File: config.mk
export PLATFORM = sky130hd
export DESIGN_NAME = rotation_matrix_to_quaternion_unit
export DESIGN_NICKNAME = d
export VERILOG_FILES = /design/src/rtl/rmq_pkg.sv /design/src/rtl/rmq_root_step.sv /design/src/rtl/rmq_lane.sv /design/src/rtl/rmq_merge.sv /design/src/rtl/rotation_matrix_to_quaternion_unit.sv
export SDC_FILE = /design/constraint.sdc
export NUM_CORES = 2
export LEC_CHECK = 0
export BUFFER_PORTS_ARGS = -buffer_cell sky130_fd_sc_hd__buf_2
export CORE_MARGIN = 8
export CORE_UTILIZATION = 50
export DETAILED_ROUTE_END_ITERATION = 10
export PLACE_DENSITY = 0.68
export SETUP_SLACK_MARGIN = 0.1
export SLEW_MARGIN = 20
export SYNTH_ARGS = -nofsm -noshare
export SYNTH_HDL_FRONTEND = slang
export SYNTH_HIERARCHICAL = 1
export SYNTH_SLANG_ARGS = --single-unit
File: constraint.sdc
create_clock -name i_clk -period 10 [get_ports i_clk]
set_clock_uncertainty 0.15 [all_clocks]
set_input_delay 1 -clock i_clk [delete_from_list [all_inputs] [get_ports i_clk]]
set_output_delay 1 -clock i_clk [all_outputs]
set_load 0.01 [all_outputs]
File: src/rtl/rmq_pkg.sv
// ----------------------------------------------------------------------------
// rmq_pkg
// Shared constants and types for the rotation matrix to quaternion unit.
// ----------------------------------------------------------------------------
package rmq_pkg;

    // Default number of fraction bits (Q2.14)
    localparam int FRAC_BITS_DEF = 14;

    // Matrix entry width, fixed by the input format
    localparam int IN_W       = 16;
    localparam int N_ENTRIES  = 9;
    localparam int N_LANES    = 4;

    // Configuration port
    localparam int CFG_IDX_W  = 1;
    localparam int CFG_DATA_W = 8;
    localparam int THR_W      = 8;

    localparam logic [CFG_IDX_W-1:0] CFG_NEGATE_CONV = 1'b0;
    localparam logic [CFG_IDX_W-1:0] CFG_ZERO_THR    = 1'b1;

    // Per-lane diagonal sign pattern, bit set = subtract
    // bit 0: m00, bit 1: m11, bit 2: m22
    // lane 0: scalar, lanes 1..3: x, y, z
    localparam logic [N_LANES-1:0][2:0] LANE_SUBTRACT = {3'b011, 3'b101, 3'b110, 3'b000};

    // Per-word sign information that travels beside the lanes
    typedef struct packed {
        logic [2:0] neg;   // negate x, y, z from off-diagonal compares
        logic       conv;  // convention sign is -1
    } t_side;

endpackage

File: src/rtl/rmq_root_step.sv
// ----------------------------------------------------------------------------
// rmq_root_step
// One registered digit step of the square root: consumes two radicand bits,
// produces one root bit and the updated remainder.
// ----------------------------------------------------------------------------
module rmq_root_step #(
    parameter int FRAC_BITS = rmq_pkg::FRAC_BITS_DEF
) (
    input  logic                 i_clk,
    input  logic                 i_en,
    input  logic [1:0]           i_pair,
    input  logic [FRAC_BITS:0]   i_root,
    input  logic [FRAC_BITS+2:0] i_rem,
    input  logic                 i_bad,
    output logic [FRAC_BITS:0]   o_root,
    output logic [FRAC_BITS+2:0] o_rem,
    output logic                 o_bad
);

    localparam int NS  = FRAC_BITS + 1;
    localparam int RMW = NS + 2;

    logic [RMW+1:0] tmp;
    logic [RMW+1:0] trial;
    logic [RMW+1:0] diff;
    logic           fits;
    logic [NS-1:0]  n_root;
    logic [RMW-1:0] n_rem;
    logic [NS-1:0]  r_root;
    logic [RMW-1:0] r_rem;
    logic           r_bad;

    // trial subtract of 4*root+1 from the shifted remainder
    always_comb begin
        tmp    = {i_rem, i_pair};
        trial  = {2'b00, i_root, 2'b01};
        diff   = tmp - trial;
        fits   = (tmp >= trial);
        n_rem  = fits ? diff[RMW-1:0] : tmp[RMW-1:0];
        n_root = {i_root[NS-2:0], fits};
    end

    always_ff @(posedge i_clk) begin
        if (i_en) begin
            r_root <= n_root;
            r_rem  <= n_rem;
            r_bad  <= i_bad;
        end
    end

    assign o_root = r_root;
    assign o_rem  = r_rem;
    assign o_bad  = r_bad;

endmodule

File: src/rtl/rmq_lane.sv
// ----------------------------------------------------------------------------
// rmq_lane
// One quaternion component magnitude: radicand, threshold and sign check,
// pipelined digit-by-digit square root, round to nearest.
// ----------------------------------------------------------------------------
module rmq_lane #(
    parameter int FRAC_BITS = rmq_pkg::FRAC_BITS_DEF
) (
    input  logic                              i_clk,
    input  logic [FRAC_BITS+2:0]              i_en,       // one load enable per stage
    input  logic [rmq_pkg::THR_W-1:0]         i_zero_thr,
    input  logic [2:0]                        i_subtract, // m00, m11, m22 from bit 0
    input  logic signed [rmq_pkg::IN_W-1:0]   i_m00,
    input  logic signed [rmq_pkg::IN_W-1:0]   i_m11,
    input  logic signed [rmq_pkg::IN_W-1:0]   i_m22,
    output logic [FRAC_BITS:0]                o_mag,
    output logic                              o_bad
);

    localparam int NS  = FRAC_BITS + 1;          // root bits and digit steps
    localparam int XW  = 2 * NS;                 // root operand width
    localparam int RMW = NS + 2;                 // remainder width
    localparam int RW  = ((FRAC_BITS > 17) ? FRAC_BITS : 17) + 3;
    localparam int CW  = FRAC_BITS + 3;          // clamped radicand width
    localparam int EXT = RW - rmq_pkg::IN_W;

    localparam logic signed [RW-1:0] ONE   = RW'(1) << FRAC_BITS;
    localparam logic        [RW-1:0] CLAMP = RW'(1) << (FRAC_BITS + 2);

    logic signed [RW-1:0] t00, t11, t22, rad;
    logic        [RW-1:0] rad_mag;
    logic                 below, neg;
    logic        [CW-1:0] n_rad;
    logic                 n_bad;

    logic [XW-1:0]  r_x [0:NS-1];
    logic           r_bad0;
    logic [NS-1:0]  root_s [0:NS-1];
    logic [RMW-1:0] rem_s  [0:NS-1];
    logic           bad_s  [0:NS-1];

    logic           round_up;
    logic [NS-1:0]  r_mag;
    logic           r_bad;

    // radicand, threshold and negative check
    always_comb begin
        t00 = {{EXT{i_m00[rmq_pkg::IN_W-1]}}, i_m00};
        t11 = {{EXT{i_m11[rmq_pkg::IN_W-1]}}, i_m11};
        t22 = {{EXT{i_m22[rmq_pkg::IN_W-1]}}, i_m22};
        rad = ONE + (i_subtract[0] ? -t00 : t00)
                  + (i_subtract[1] ? -t11 : t11)
                  + (i_subtract[2] ? -t22 : t22);
        neg     = rad[RW-1];
        rad_mag = neg ? RW'(-rad) : RW'(rad);
        below   = (rad_mag < RW'(i_zero_thr));
        n_bad   = !below && neg;
        // anything at or above 4.0 already rounds to a full-scale root
        if (below || neg) begin
            n_rad = '0;
        end else if (rad_mag > CLAMP) begin
            n_rad = CLAMP[CW-1:0];
        end else begin
            n_rad = rad_mag[CW-1:0];
        end
    end

    // front stage: scaled root operand
    always_ff @(posedge i_clk) begin
        if (i_en[0]) begin
            r_x[0] <= {1'b0, n_rad, {(FRAC_BITS-2){1'b0}}};
            r_bad0 <= n_bad;
        end
    end

    // operand shift line, two bits consumed per stage
    for (genvar k = 1; k < NS; k++) begin : g_xline
        always_ff @(posedge i_clk) begin
            if (i_en[k]) begin
                r_x[k] <= r_x[k-1] << 2;
            end
        end
    end

    // digit steps
    for (genvar k = 0; k < NS; k++) begin : g_step
        if (k == 0) begin : g_first
            rmq_root_step #(.FRAC_BITS(FRAC_BITS)) u_step (
                .i_clk  (i_clk),
                .i_en   (i_en[1]),
                .i_pair (r_x[0][XW-1:XW-2]),
                .i_root ('0),
                .i_rem  ('0),
                .i_bad  (r_bad0),
                .o_root (root_s[0]),
                .o_rem  (rem_s[0]),
                .o_bad  (bad_s[0])
            );
        end else begin : g_next
            rmq_root_step #(.FRAC_BITS(FRAC_BITS)) u_step (
                .i_clk  (i_clk),
                .i_en   (i_en[k+1]),
                .i_pair (r_x[k][XW-1:XW-2]),
                .i_root (root_s[k-1]),
                .i_rem  (rem_s[k-1]),
                .i_bad  (bad_s[k-1]),
                .o_root (root_s[k]),
                .o_rem  (rem_s[k]),
                .o_bad  (bad_s[k])
            );
        end
    end

    // round to nearest: remainder above root means the upper neighbor is closer
    assign round_up = (rem_s[NS-1] > {2'b00, root_s[NS-1]});

    always_ff @(posedge i_clk) begin
        if (i_en[NS+1]) begin
            r_mag <= root_s[NS-1] + NS'(round_up);
            r_bad <= bad_s[NS-1];
        end
    end

    assign o_mag = r_mag;
    assign o_bad = r_bad;

endmodule

File: src/rtl/rmq_merge.sv
// ----------------------------------------------------------------------------
// rmq_merge
// Combines the four lane magnitudes: vector signs, convention sign and the
// flip to a non-negative scalar; holds the output word.
// ----------------------------------------------------------------------------
module rmq_merge #(
    parameter int FRAC_BITS = rmq_pkg::FRAC_BITS_DEF
) (
    input  logic                                         i_clk,
    input  logic                                         i_en,
    input  logic [rmq_pkg::N_LANES-1:0][FRAC_BITS:0]     i_mag,
    input  logic [rmq_pkg::N_LANES-1:0]                  i_bad,
    input  rmq_pkg::t_side                               i_side,
    output logic [FRAC_BITS:0]                           o_q_scalar,
    output logic signed [FRAC_BITS+1:0]                  o_q_x,
    output logic signed [FRAC_BITS+1:0]                  o_q_y,
    output logic signed [FRAC_BITS+1:0]                  o_q_z,
    output logic                                         o_bad
);

    localparam int VW = FRAC_BITS + 2;

    logic                 flip;
    logic [VW-1:0]        ext_x, ext_y, ext_z;
    logic signed [VW-1:0] n_x, n_y, n_z;

    logic [FRAC_BITS:0]   r_q_scalar;
    logic signed [VW-1:0] r_q_x, r_q_y, r_q_z;
    logic                 r_bad;

    // a negative scalar flips the whole quaternion; a zero scalar never does
    always_comb begin
        flip  = i_side.conv && (i_mag[0] != '0);
        ext_x = {1'b0, i_mag[1]};
        ext_y = {1'b0, i_mag[2]};
        ext_z = {1'b0, i_mag[3]};
        n_x   = (i_side.neg[0] ^ flip) ? -ext_x : ext_x;
        n_y   = (i_side.neg[1] ^ flip) ? -ext_y : ext_y;
        n_z   = (i_side.neg[2] ^ flip) ? -ext_z : ext_z;
    end

    always_ff @(posedge i_clk) begin
        if (i_en) begin
            r_q_scalar <= i_mag[0];
            r_q_x      <= n_x;
            r_q_y      <= n_y;
            r_q_z      <= n_z;
            r_bad      <= |i_bad;
        end
    end

    assign o_q_scalar = r_q_scalar;
    assign o_q_x      = r_q_x;
    assign o_q_y      = r_q_y;
    assign o_q_z      = r_q_z;
    assign o_bad      = r_bad;

endmodule

File: src/rtl/rotation_matrix_to_quaternion_unit.sv
// ----------------------------------------------------------------------------
// rotation_matrix_to_quaternion_unit
// Converts a 3x3 rotation matrix in fixed point to a unit quaternion with a
// non-negative scalar part, using four square root lanes side by side.
// ----------------------------------------------------------------------------
// Throughput: one word per cycle while the output is not stalled; depth is
//   set by the square root pipeline, one root bit per stage in each of the
//   four lanes.
// Reset: i_rst_n synchronous, active low; clears stage valids and both
//   configuration registers (convention +1, zero threshold 0).
// ----------------------------------------------------------------------------
module rotation_matrix_to_quaternion_unit #(
    parameter int FRAC_BITS = rmq_pkg::FRAC_BITS_DEF
) (
    input  logic                                   i_clk,
    input  logic                                   i_rst_n,

    // configuration write channel
    input  logic                                   i_cfg_valid,
    output logic                                   o_cfg_ready,
    input  logic [rmq_pkg::CFG_IDX_W-1:0]          i_cfg_index,
    input  logic [rmq_pkg::CFG_DATA_W-1:0]         i_cfg_data,

    // input stream
    input  logic                                   s_axis_tvalid,
    output logic                                   s_axis_tready,
    // m00, m01, m02, m10, m11, m12, m20, m21, m22 from bit 0, 16 bits each
    input  logic [rmq_pkg::N_ENTRIES*rmq_pkg::IN_W-1:0] s_axis_tdata,

    // output stream
    output logic                                   m_axis_tvalid,
    input  logic                                   m_axis_tready,
    // q_scalar (FRAC_BITS+1), q_x, q_y, q_z (FRAC_BITS+2 each) from bit 0,
    // zero filled to whole bytes
    output logic [((4*FRAC_BITS+7+7)/8)*8-1:0]     m_axis_tdata,
    // bad_radicand
    output logic [0:0]                             m_axis_tuser
);

    localparam int IN_W     = rmq_pkg::IN_W;
    localparam int N_LANES  = rmq_pkg::N_LANES;
    localparam int D        = FRAC_BITS + 3;   // stages ahead of the output word
    localparam int VW       = FRAC_BITS + 2;
    localparam int OUT_BITS = 4 * FRAC_BITS + 7;
    localparam int OUT_W    = ((OUT_BITS + 7) / 8) * 8;

    logic                              r_negate_conv;
    logic [rmq_pkg::THR_W-1:0]         r_zero_thr;

    logic signed [IN_W-1:0] m00, m01, m02, m10, m11, m12, m20, m21, m22;
    rmq_pkg::t_side         n_side;
    rmq_pkg::t_side         r_side [0:D-1];

    logic [D:0]             stg_rdy;
    logic [D:0]             r_vld;

    logic [N_LANES-1:0][FRAC_BITS:0] lane_mag;
    logic [N_LANES-1:0]              lane_bad;

    logic [FRAC_BITS:0]     q_scalar;
    logic signed [VW-1:0]   q_x, q_y, q_z;
    logic                   bad_radicand;

    // configuration registers
    assign o_cfg_ready = 1'b1;

    always_ff @(posedge i_clk) begin
        if (!i_rst_n) begin
            r_negate_conv <= 1'b0;
            r_zero_thr    <= '0;
        end else if (i_cfg_valid) begin
            unique case (i_cfg_index)
                rmq_pkg::CFG_NEGATE_CONV: r_negate_conv <= i_cfg_data[0];
                rmq_pkg::CFG_ZERO_THR:    r_zero_thr    <= i_cfg_data[rmq_pkg::THR_W-1:0];
                default: ;
            endcase
        end
    end

    // unpack the input word
    assign m00 = s_axis_tdata[0*IN_W +: IN_W];
    assign m01 = s_axis_tdata[1*IN_W +: IN_W];
    assign m02 = s_axis_tdata[2*IN_W +: IN_W];
    assign m10 = s_axis_tdata[3*IN_W +: IN_W];
    assign m11 = s_axis_tdata[4*IN_W +: IN_W];
    assign m12 = s_axis_tdata[5*IN_W +: IN_W];
    assign m20 = s_axis_tdata[6*IN_W +: IN_W];
    assign m21 = s_axis_tdata[7*IN_W +: IN_W];
    assign m22 = s_axis_tdata[8*IN_W +: IN_W];

    // vector signs from the off-diagonal pairs
    always_comb begin
        n_side.neg[0] = (m21 < m12);
        n_side.neg[1] = (m02 < m20);
        n_side.neg[2] = (m10 < m01);
        n_side.conv   = r_negate_conv;
    end

    // stage handshake: a stage loads when empty or when its successor moves
    assign stg_rdy[D] = !r_vld[D] || m_axis_tready;
    for (genvar k = 0; k < D; k++) begin : g_rdy
        assign stg_rdy[k] = !r_vld[k] || stg_rdy[k+1];
    end

    always_ff @(posedge i_clk) begin
        if (!i_rst_n) begin
            r_vld <= '0;
        end else begin
            if (stg_rdy[0]) begin
                r_vld[0] <= s_axis_tvalid;
            end
            for (int k = 1; k <= D; k++) begin
                if (stg_rdy[k]) begin
                    r_vld[k] <= r_vld[k-1];
                end
            end
        end
    end

    assign s_axis_tready = stg_rdy[0];
    assign m_axis_tvalid = r_vld[D];

    // sign information rides beside the lanes
    always_ff @(posedge i_clk) begin
        if (stg_rdy[0]) begin
            r_side[0] <= n_side;
        end
        for (int k = 1; k < D; k++) begin
            if (stg_rdy[k]) begin
                r_side[k] <= r_side[k-1];
            end
        end
    end

    // four component lanes
    for (genvar i = 0; i < N_LANES; i++) begin : g_lane
        rmq_lane #(.FRAC_BITS(FRAC_BITS)) u_lane (
            .i_clk      (i_clk),
            .i_en       (stg_rdy[D-1:0]),
            .i_zero_thr (r_zero_thr),
            .i_subtract (rmq_pkg::LANE_SUBTRACT[i]),
            .i_m00      (m00),
            .i_m11      (m11),
            .i_m22      (m22),
            .o_mag      (lane_mag[i]),
            .o_bad      (lane_bad[i])
        );
    end

    // merge and output word
    rmq_merge #(.FRAC_BITS(FRAC_BITS)) u_merge (
        .i_clk      (i_clk),
        .i_en       (stg_rdy[D]),
        .i_mag      (lane_mag),
        .i_bad      (lane_bad),
        .i_side     (r_side[D-1]),
        .o_q_scalar (q_scalar),
        .o_q_x      (q_x),
        .o_q_y      (q_y),
        .o_q_z      (q_z),
        .o_bad      (bad_radicand)
    );

    assign m_axis_tdata = OUT_W'({q_z, q_y, q_x, q_scalar});
    assign m_axis_tuser = bad_radicand;

endmodule

* Word level (Yosys, flattened, before mapping) *
Memory sizes are Yosys's and may differ from the RTL's.
Index checks and enable logic that the tools add are counted.

word-level totals
  bits in writable memories = 1748
  bits in registers = 1663
  memories = 5

memory list
  memory                depth  bits a word  rd ports  clocked after Yosys merged registers in  write ports  RTL line                                  text
  g_lane[0].u_lane.r_x  15     28           15        0                                        15           rmq_lane.sv:36                            logic [XW-1:0] r_x [0:NS-1];
  g_lane[1].u_lane.r_x  15     28           15        0                                        15           rmq_lane.sv:36
  g_lane[2].u_lane.r_x  15     28           15        0                                        15           rmq_lane.sv:36
  g_lane[3].u_lane.r_x  15     28           15        0                                        15           rmq_lane.sv:36
  r_side                17     4            17        0                                        17           rotation_matrix_to_quaternion_unit.sv:52  rmq_pkg::t_side r_side [0:D-1];

cells by class
  bitwise logic cells = 4
  reduce and logical (&&, ||, !) cells = 53
  muxes and demuxes = 109
  add/subtract/negate cells = 84
  $lt $le $gt $ge = 75

operators by type and width
  operator                                              number
  2-to-1 mux 17 bit                                     64
  > comparator 20 x 17 -> 1 bit, second input constant  4
  less-than comparator 20 x 8 -> 1 bit                  4
  2-to-1 mux 20 bit                                     4
  negation 20 bit                                       4
  >= comparator 19 x 10 -> 1 bit                        4
  >= comparator 19 x 11 -> 1 bit                        4
  >= comparator 19 x 12 -> 1 bit                        4
  >= comparator 19 x 13 -> 1 bit                        4
  >= comparator 19 x 14 -> 1 bit                        4
  >= comparator 19 x 15 -> 1 bit                        4
  >= comparator 19 x 16 -> 1 bit                        4
  >= comparator 19 x 3 -> 1 bit                         4
  >= comparator 19 x 4 -> 1 bit                         4
  >= comparator 19 x 5 -> 1 bit                         4
  >= comparator 19 x 6 -> 1 bit                         4
  >= comparator 19 x 7 -> 1 bit                         4
  >= comparator 19 x 8 -> 1 bit                         4
  >= comparator 19 x 9 -> 1 bit                         4
  > comparator 17 x 15 -> 1 bit                         4
  subtractor 17 x 10 -> 17 bit                          4
  subtractor 17 x 11 -> 17 bit                          4
  subtractor 17 x 12 -> 17 bit                          4
  subtractor 17 x 13 -> 17 bit                          4
  other kinds (33)                                      169

* Longest topological paths before layout *
  depth after elaboration = 21
  depth in mapped cells = 31

* Modules after synthesis *
The synthesis kept the hierarchy.

by module, submodules not included
  module                              seq. area each (um^2)  times used  cells an instance  area each (um^2)
  rmq_root_step                       991.0                  60          190                2177.1
  rmq_lane at g_lane[0].u_lane ...    3183.1                 3           653                7218.2
  rmq_lane at g_lane[3].u_lane        3183.1                 1           623                7129.3
  rotation_matrix_to_quaternion_unit  2582.5                 1           344                4295.4
  rmq_merge                           1921.8                 1           206                3010.4

* Worst setup path before layout *
Ideal clock, no wire load.

  kind = input to register
  start = in m_axis_tready
  end = reg g_lane[0].u_lane.g_step[3].g_next.u_step.r_bad (enable)
  setup slack = 0.369 ns
  buffers on the path = 0
  data required time = 9.306 ns
  stages = 7
  data arrival time = 8.937 ns
  cells stage by stage = nand2b_4 > nor2_8 > inv_4 > nor2_4 > inv_1 > nor4_4 > nand2_1

between the ends
  word-level cells in the longest chain between the ends = 14

ends and longest elaborated chain
  what                            RTL line                                   text
  start: declaration              rotation_matrix_to_quaternion_unit.sv:32   input logic m_axis_tready,
  logical OR 1 bit                rotation_matrix_to_quaternion_unit.sv:100  assign stg_rdy[D] = !r_vld[D] || m_axis_tready;
  logical OR 1 bit                rotation_matrix_to_quaternion_unit.sv:102  assign stg_rdy[k] = !r_vld[k] || stg_rdy[k+1];
  named net stg_rdy[16]           rotation_matrix_to_quaternion_unit.sv:54   logic [D:0] stg_rdy;
  logical OR 1 bit (3 in series)  rotation_matrix_to_quaternion_unit.sv:102
  named net stg_rdy[13]           rotation_matrix_to_quaternion_unit.sv:54
  logical OR 1 bit (9 in series)  rotation_matrix_to_quaternion_unit.sv:102
  named net stg_rdy[4]            rotation_matrix_to_quaternion_unit.sv:54
  end signal: assignment          rmq_root_step.sv:47                        r_bad <= i_bad;
  end: declaration                rmq_root_step.sv:31                        logic r_bad;

The timed path passes the listed nets, and every way through them passes these cells.
A chain may end at the register's enable or synchronous reset.

* Worst setup path after layout *
  start = in s_axis_tdata[4] (netlist name)
  end = reg g_lane[3].u_lane.r_bad0 (data pin)

RTL lines
  what                                   RTL line                                  text
  start: declaration                     rotation_matrix_to_quaternion_unit.sv:28  input logic [rmq_pkg::N_ENTRIES*rmq_pkg::IN_W-1:0] s_axis_tdata,
  negation 16 -> 20 bit                  rmq_lane.sv:51                            rad = ONE + (i_subtract[0] ? -t00 : t00)
  adder 16 x 20 -> 20 bit                rmq_lane.sv:51
  adder 20 bit                           rmq_lane.sv:52                            + (i_subtract[1] ? -t11 : t11)
  adder 20 x 16 -> 20 bit                rmq_lane.sv:53                            + (i_subtract[2] ? -t22 : t22);
  2-to-1 mux 20 bit                      rmq_lane.sv:55                            rad_mag = neg ? RW'(-rad) : RW'(rad);
  named net g_lane[3].u_lane.rad_mag[1]  rmq_lane.sv:31                            logic [RW-1:0] rad_mag;
  less-than comparator 20 x 8 -> 1 bit   rmq_lane.sv:56                            below = (rad_mag < RW'(i_zero_thr));
  zero test 1 bit                        rmq_lane.sv:57                            n_bad = !below && neg;
  logical AND 1 bit                      rmq_lane.sv:57
  named net g_lane[3].u_lane.n_bad       rmq_lane.sv:34                            logic n_bad;
  end signal: assignment                 rmq_lane.sv:72                            r_bad0 <= n_bad;
  end: declaration                       rmq_lane.sv:37                            logic r_bad0;

The timed path passes the listed nets, and every way through them passes these cells.

==> impl_metrics.tcl <==
set metrics [dict create \
    setup_viol_count_final 0 \
    overflow 0 \
    fill_cells 28345 \
    dpl_worst_slack_ns 0.997 \
    fin_nets 16784 \
    rsz0062_at_grt "no" \
    worstPathRequired_ns 10.49 \
    fin_ws_ns 1.84 \
    post_cts_resized 0 \
    synth_seq_cells 2563 \
    ys_types 94 \
    cts_max_level 5 \
    start_util 0.501 \
    syn_area_um2 167000 \
    die_width_um 593 \
    synth-edff-count 2536 \
    crit_family "compound AO/OA/AOI/OAI gates" \
    crit_type "primary input to flip-flop" \
    area_delta_synth_final_pct 9.02 \
    slowest_stage "xnor2_1" \
    vias 107648 \
    arrival_ns 8.66 \
    slew_violations 0 \
    path_clk_slew_ns 0.06 \
    cp_common_cell "a21o_1" \
    synth.largest_area_cell "edfxtp_1" \
    avgSynthCellArea_um2 11.5 \
    hold_viol 0 \
    fp.coreArea_um2 333000 \
    status "completed" \
    fp.dieArea_um2 352000 \
    drt_wl_total_um 316000 \
    wl_per_cell_um 16.0 \
    drt_first_pass_iters 6 \
    power_density_nw_per_um2 355 \
    period_share 0.816 \
    ys.warnings.count 6 \
    max_slew_margin 0.302 \
    cts.sinks 2563 \
    cts_hold_buf 0 \
    leakage_nw 76.9 \
    root_buffer "clkbuf_16" \
    synth.most_common_cell "edfxtp_1" \
    insertion_delay_ns 0.89 \
    drive_above_1_share 0.137 \
    crit_path_max_incr_delay_ns 0.68 \
    vias_per_cell 5.43 \
    portBuffers 223 \
    grt_pass1_vias 105669 \
    die_h_um 593 \
    grt_usage 0.172 \
    peakVddDrop_mv 0.154 \
    antenna_left 0 \
    drt_iter0_markers 5906 \
    numCtsBuffers 280 \
    cts_buffer_depth 4 \
    synth_common_cells "edfxtp_1, inv_1, ha_1" \
    finalSetupTns_ns 0 \
    netlist_instances 14532 \
    yosysSeqAreaShare 0.460 \
    end_kind "flip-flop" \
    synth_ff_type "edfxtp_1" \
    cp.buffers_inverters 1 \
    grt_pass1_wl_um 520000 \
    tightest_slew_ns 1.04 \
    fin_crit_ns 8.16 \
    drcViolationCount 0 \
    dp_hpwl_um 243000 \
    cts_tree "done" \
    cap_violations 0 \
    synth_top_area_frac 0.457 \
    num_io_pins 226 \
    hold_path.class "flip-flop to flip-flop" \
    antenna_found_initial 2 \
    grt_max_degree 120 \
    start_kind "primary input" \
    place_congestion 0.905 \
    cts_setup_buffers 0 \
    synthArstFlopShare 0 \
    critical_path.max_fanout 12 \
    num_rows 212 \
    synth.top_cells.by_area "edfxtp_1, ha_1, xnor2_1" \
    fmax_mhz 122 \
]
-- layout by cell type (no fill, tap or decap), types with 205 or more instances in the layout --
cell type  netlist  layout
edfxtp_1      2536    2536
inv_1         1650    1644
ha_1          1320    1320
a21oi_1       1013    1013
xnor2_1        820     820
nor2_1         797     797
nand2_1        707     701
o21ai_0        624     624
conb_1           6     515
mux2_2         480     480
nor3_1         340     340
nand3_1        332     329
xor2_1         308     308
mux2_4         300     300
clkbuf_16        0     286
nand4_1        229     229
buf_2          123     223
mux2i_1        205     205
-- power breakdown --
group | total (W) | leakage (nW) | internal (W) | switching (W)
clock network | 0.0101 | 4.39 | 0.00597 | 0.00417
logic | 0.0340 | 45.9 | 0.0160 | 0.0180
registers | 0.0203 | 26.6 | 0.0181 | 0.00226
-- state kept, by name, indices dropped and copies added (netlist names) --
| signal | cells |
|---|---|
| u_merge/o_q_scalar | 15 |
| g_lane.u_lane/r_bad0 | 4 |
| u_merge/o_q_z | 16 |
| u_merge/o_q_y | 16 |
| g_lane.u_lane/g_step.g_next.u_step/o_bad | 56 |
| r_negate_conv | 1 |
| g_lane.u_lane/o_mag | 60 |
| g_lane.u_lane/g_step.g_first.u_step/o_bad | 4 |
| r_side | 68 |
| g_lane.u_lane/g_step.g_first.u_step/o_root | 60 |
| r_vld | 18 |
| u_merge/o_q_x | 16 |
| g_lane.u_lane/g_step.g_first.u_step/o_rem | 68 |
| g_lane.u_lane/r_x | 356 |
| r_zero_thr | 8 |
| g_lane.u_lane/g_step.g_next.u_step/o_root | 840 |
| g_lane.u_lane/g_step.g_next.u_step/o_rem | 952 |
| u_merge/o_bad | 1 |
| g_lane.u_lane/o_bad | 4 |
-- logic make-up after synthesis --
| logic type | synth area share |
|---|---|
| flip-flops | 0.460 |
| buffers and inverters | 0.0547 |
| adder cells (fa/ha/maj) | 0.109 |
| AND/OR/NAND/NOR | 0.0928 |
| other | 0.000135 |
| AO/OA/AOI/OAI | 0.152 |
| multiplexers | 0.0717 |
| XOR/XNOR | 0.0600 |
-- cell type report --
cell class,count,area (µm²),area share
multi-input cells,10480,82900,0.456
flip-flops and latches,2563,76700,0.422
clock buffers,342,7380,0.0406
inverters,1651,6230,0.0343
well taps,4387,5490,0.0302
clock inverters,157,1720,0.00947
repair buffers,250,1330,0.00732
diodes,2,5.00,0.0000275
-- routing by layer --
metal / track usage / part of all wire
met3: 0.0234 / 0.040
met4: 0.0564 / 0.033
met2: 0.300 / 0.48
met1: 0.220 / 0.45
met5: 0 / 0
-- per-stage QoR --
step | instance area, µm² | instances | total power (W) | utilization | hold WS (ns)
after global placement | 173000 | 19331 | 0.0537 | 0.519 | 0.251
after detailed placement | 173000 | 19331 | 0.0542 | 0.519 | 0.255
after CTS | 182000 | 19830 | 0.0648 | 0.546 | 0.171
final | 182000 | 19832 | 0.0645 | 0.546 | 0.222
after global routing | 182000 | 19832 | 0.0693 | 0.546 | 0.207
after floorplan | 169000 | 15041 | 0.0482 | - | 0.250
-- final timing paths --
kind / cells past startpoint / endpoint / slack [ns] / from
hold / removal: 0 / r_side[0][19]$_DFFE_PP_ / 0.22 / r_side[0][15]$_DFFE_PP_
setup reg to reg: 7 / flip-flop / 5.70 / r_vld[17]$_SDFFE_PN0P_
setup / recovery: 26 / g_lane[3].u_lane/r_bad0$_DFFE_PP_ / 1.84 / s_axis_tdata[4]
hold reg to reg: 0 / r_side[0][19]$_DFFE_PP_ / 0.22 / r_side[0][15]$_DFFE_PP_
Power figures use the tool's default switching activity.
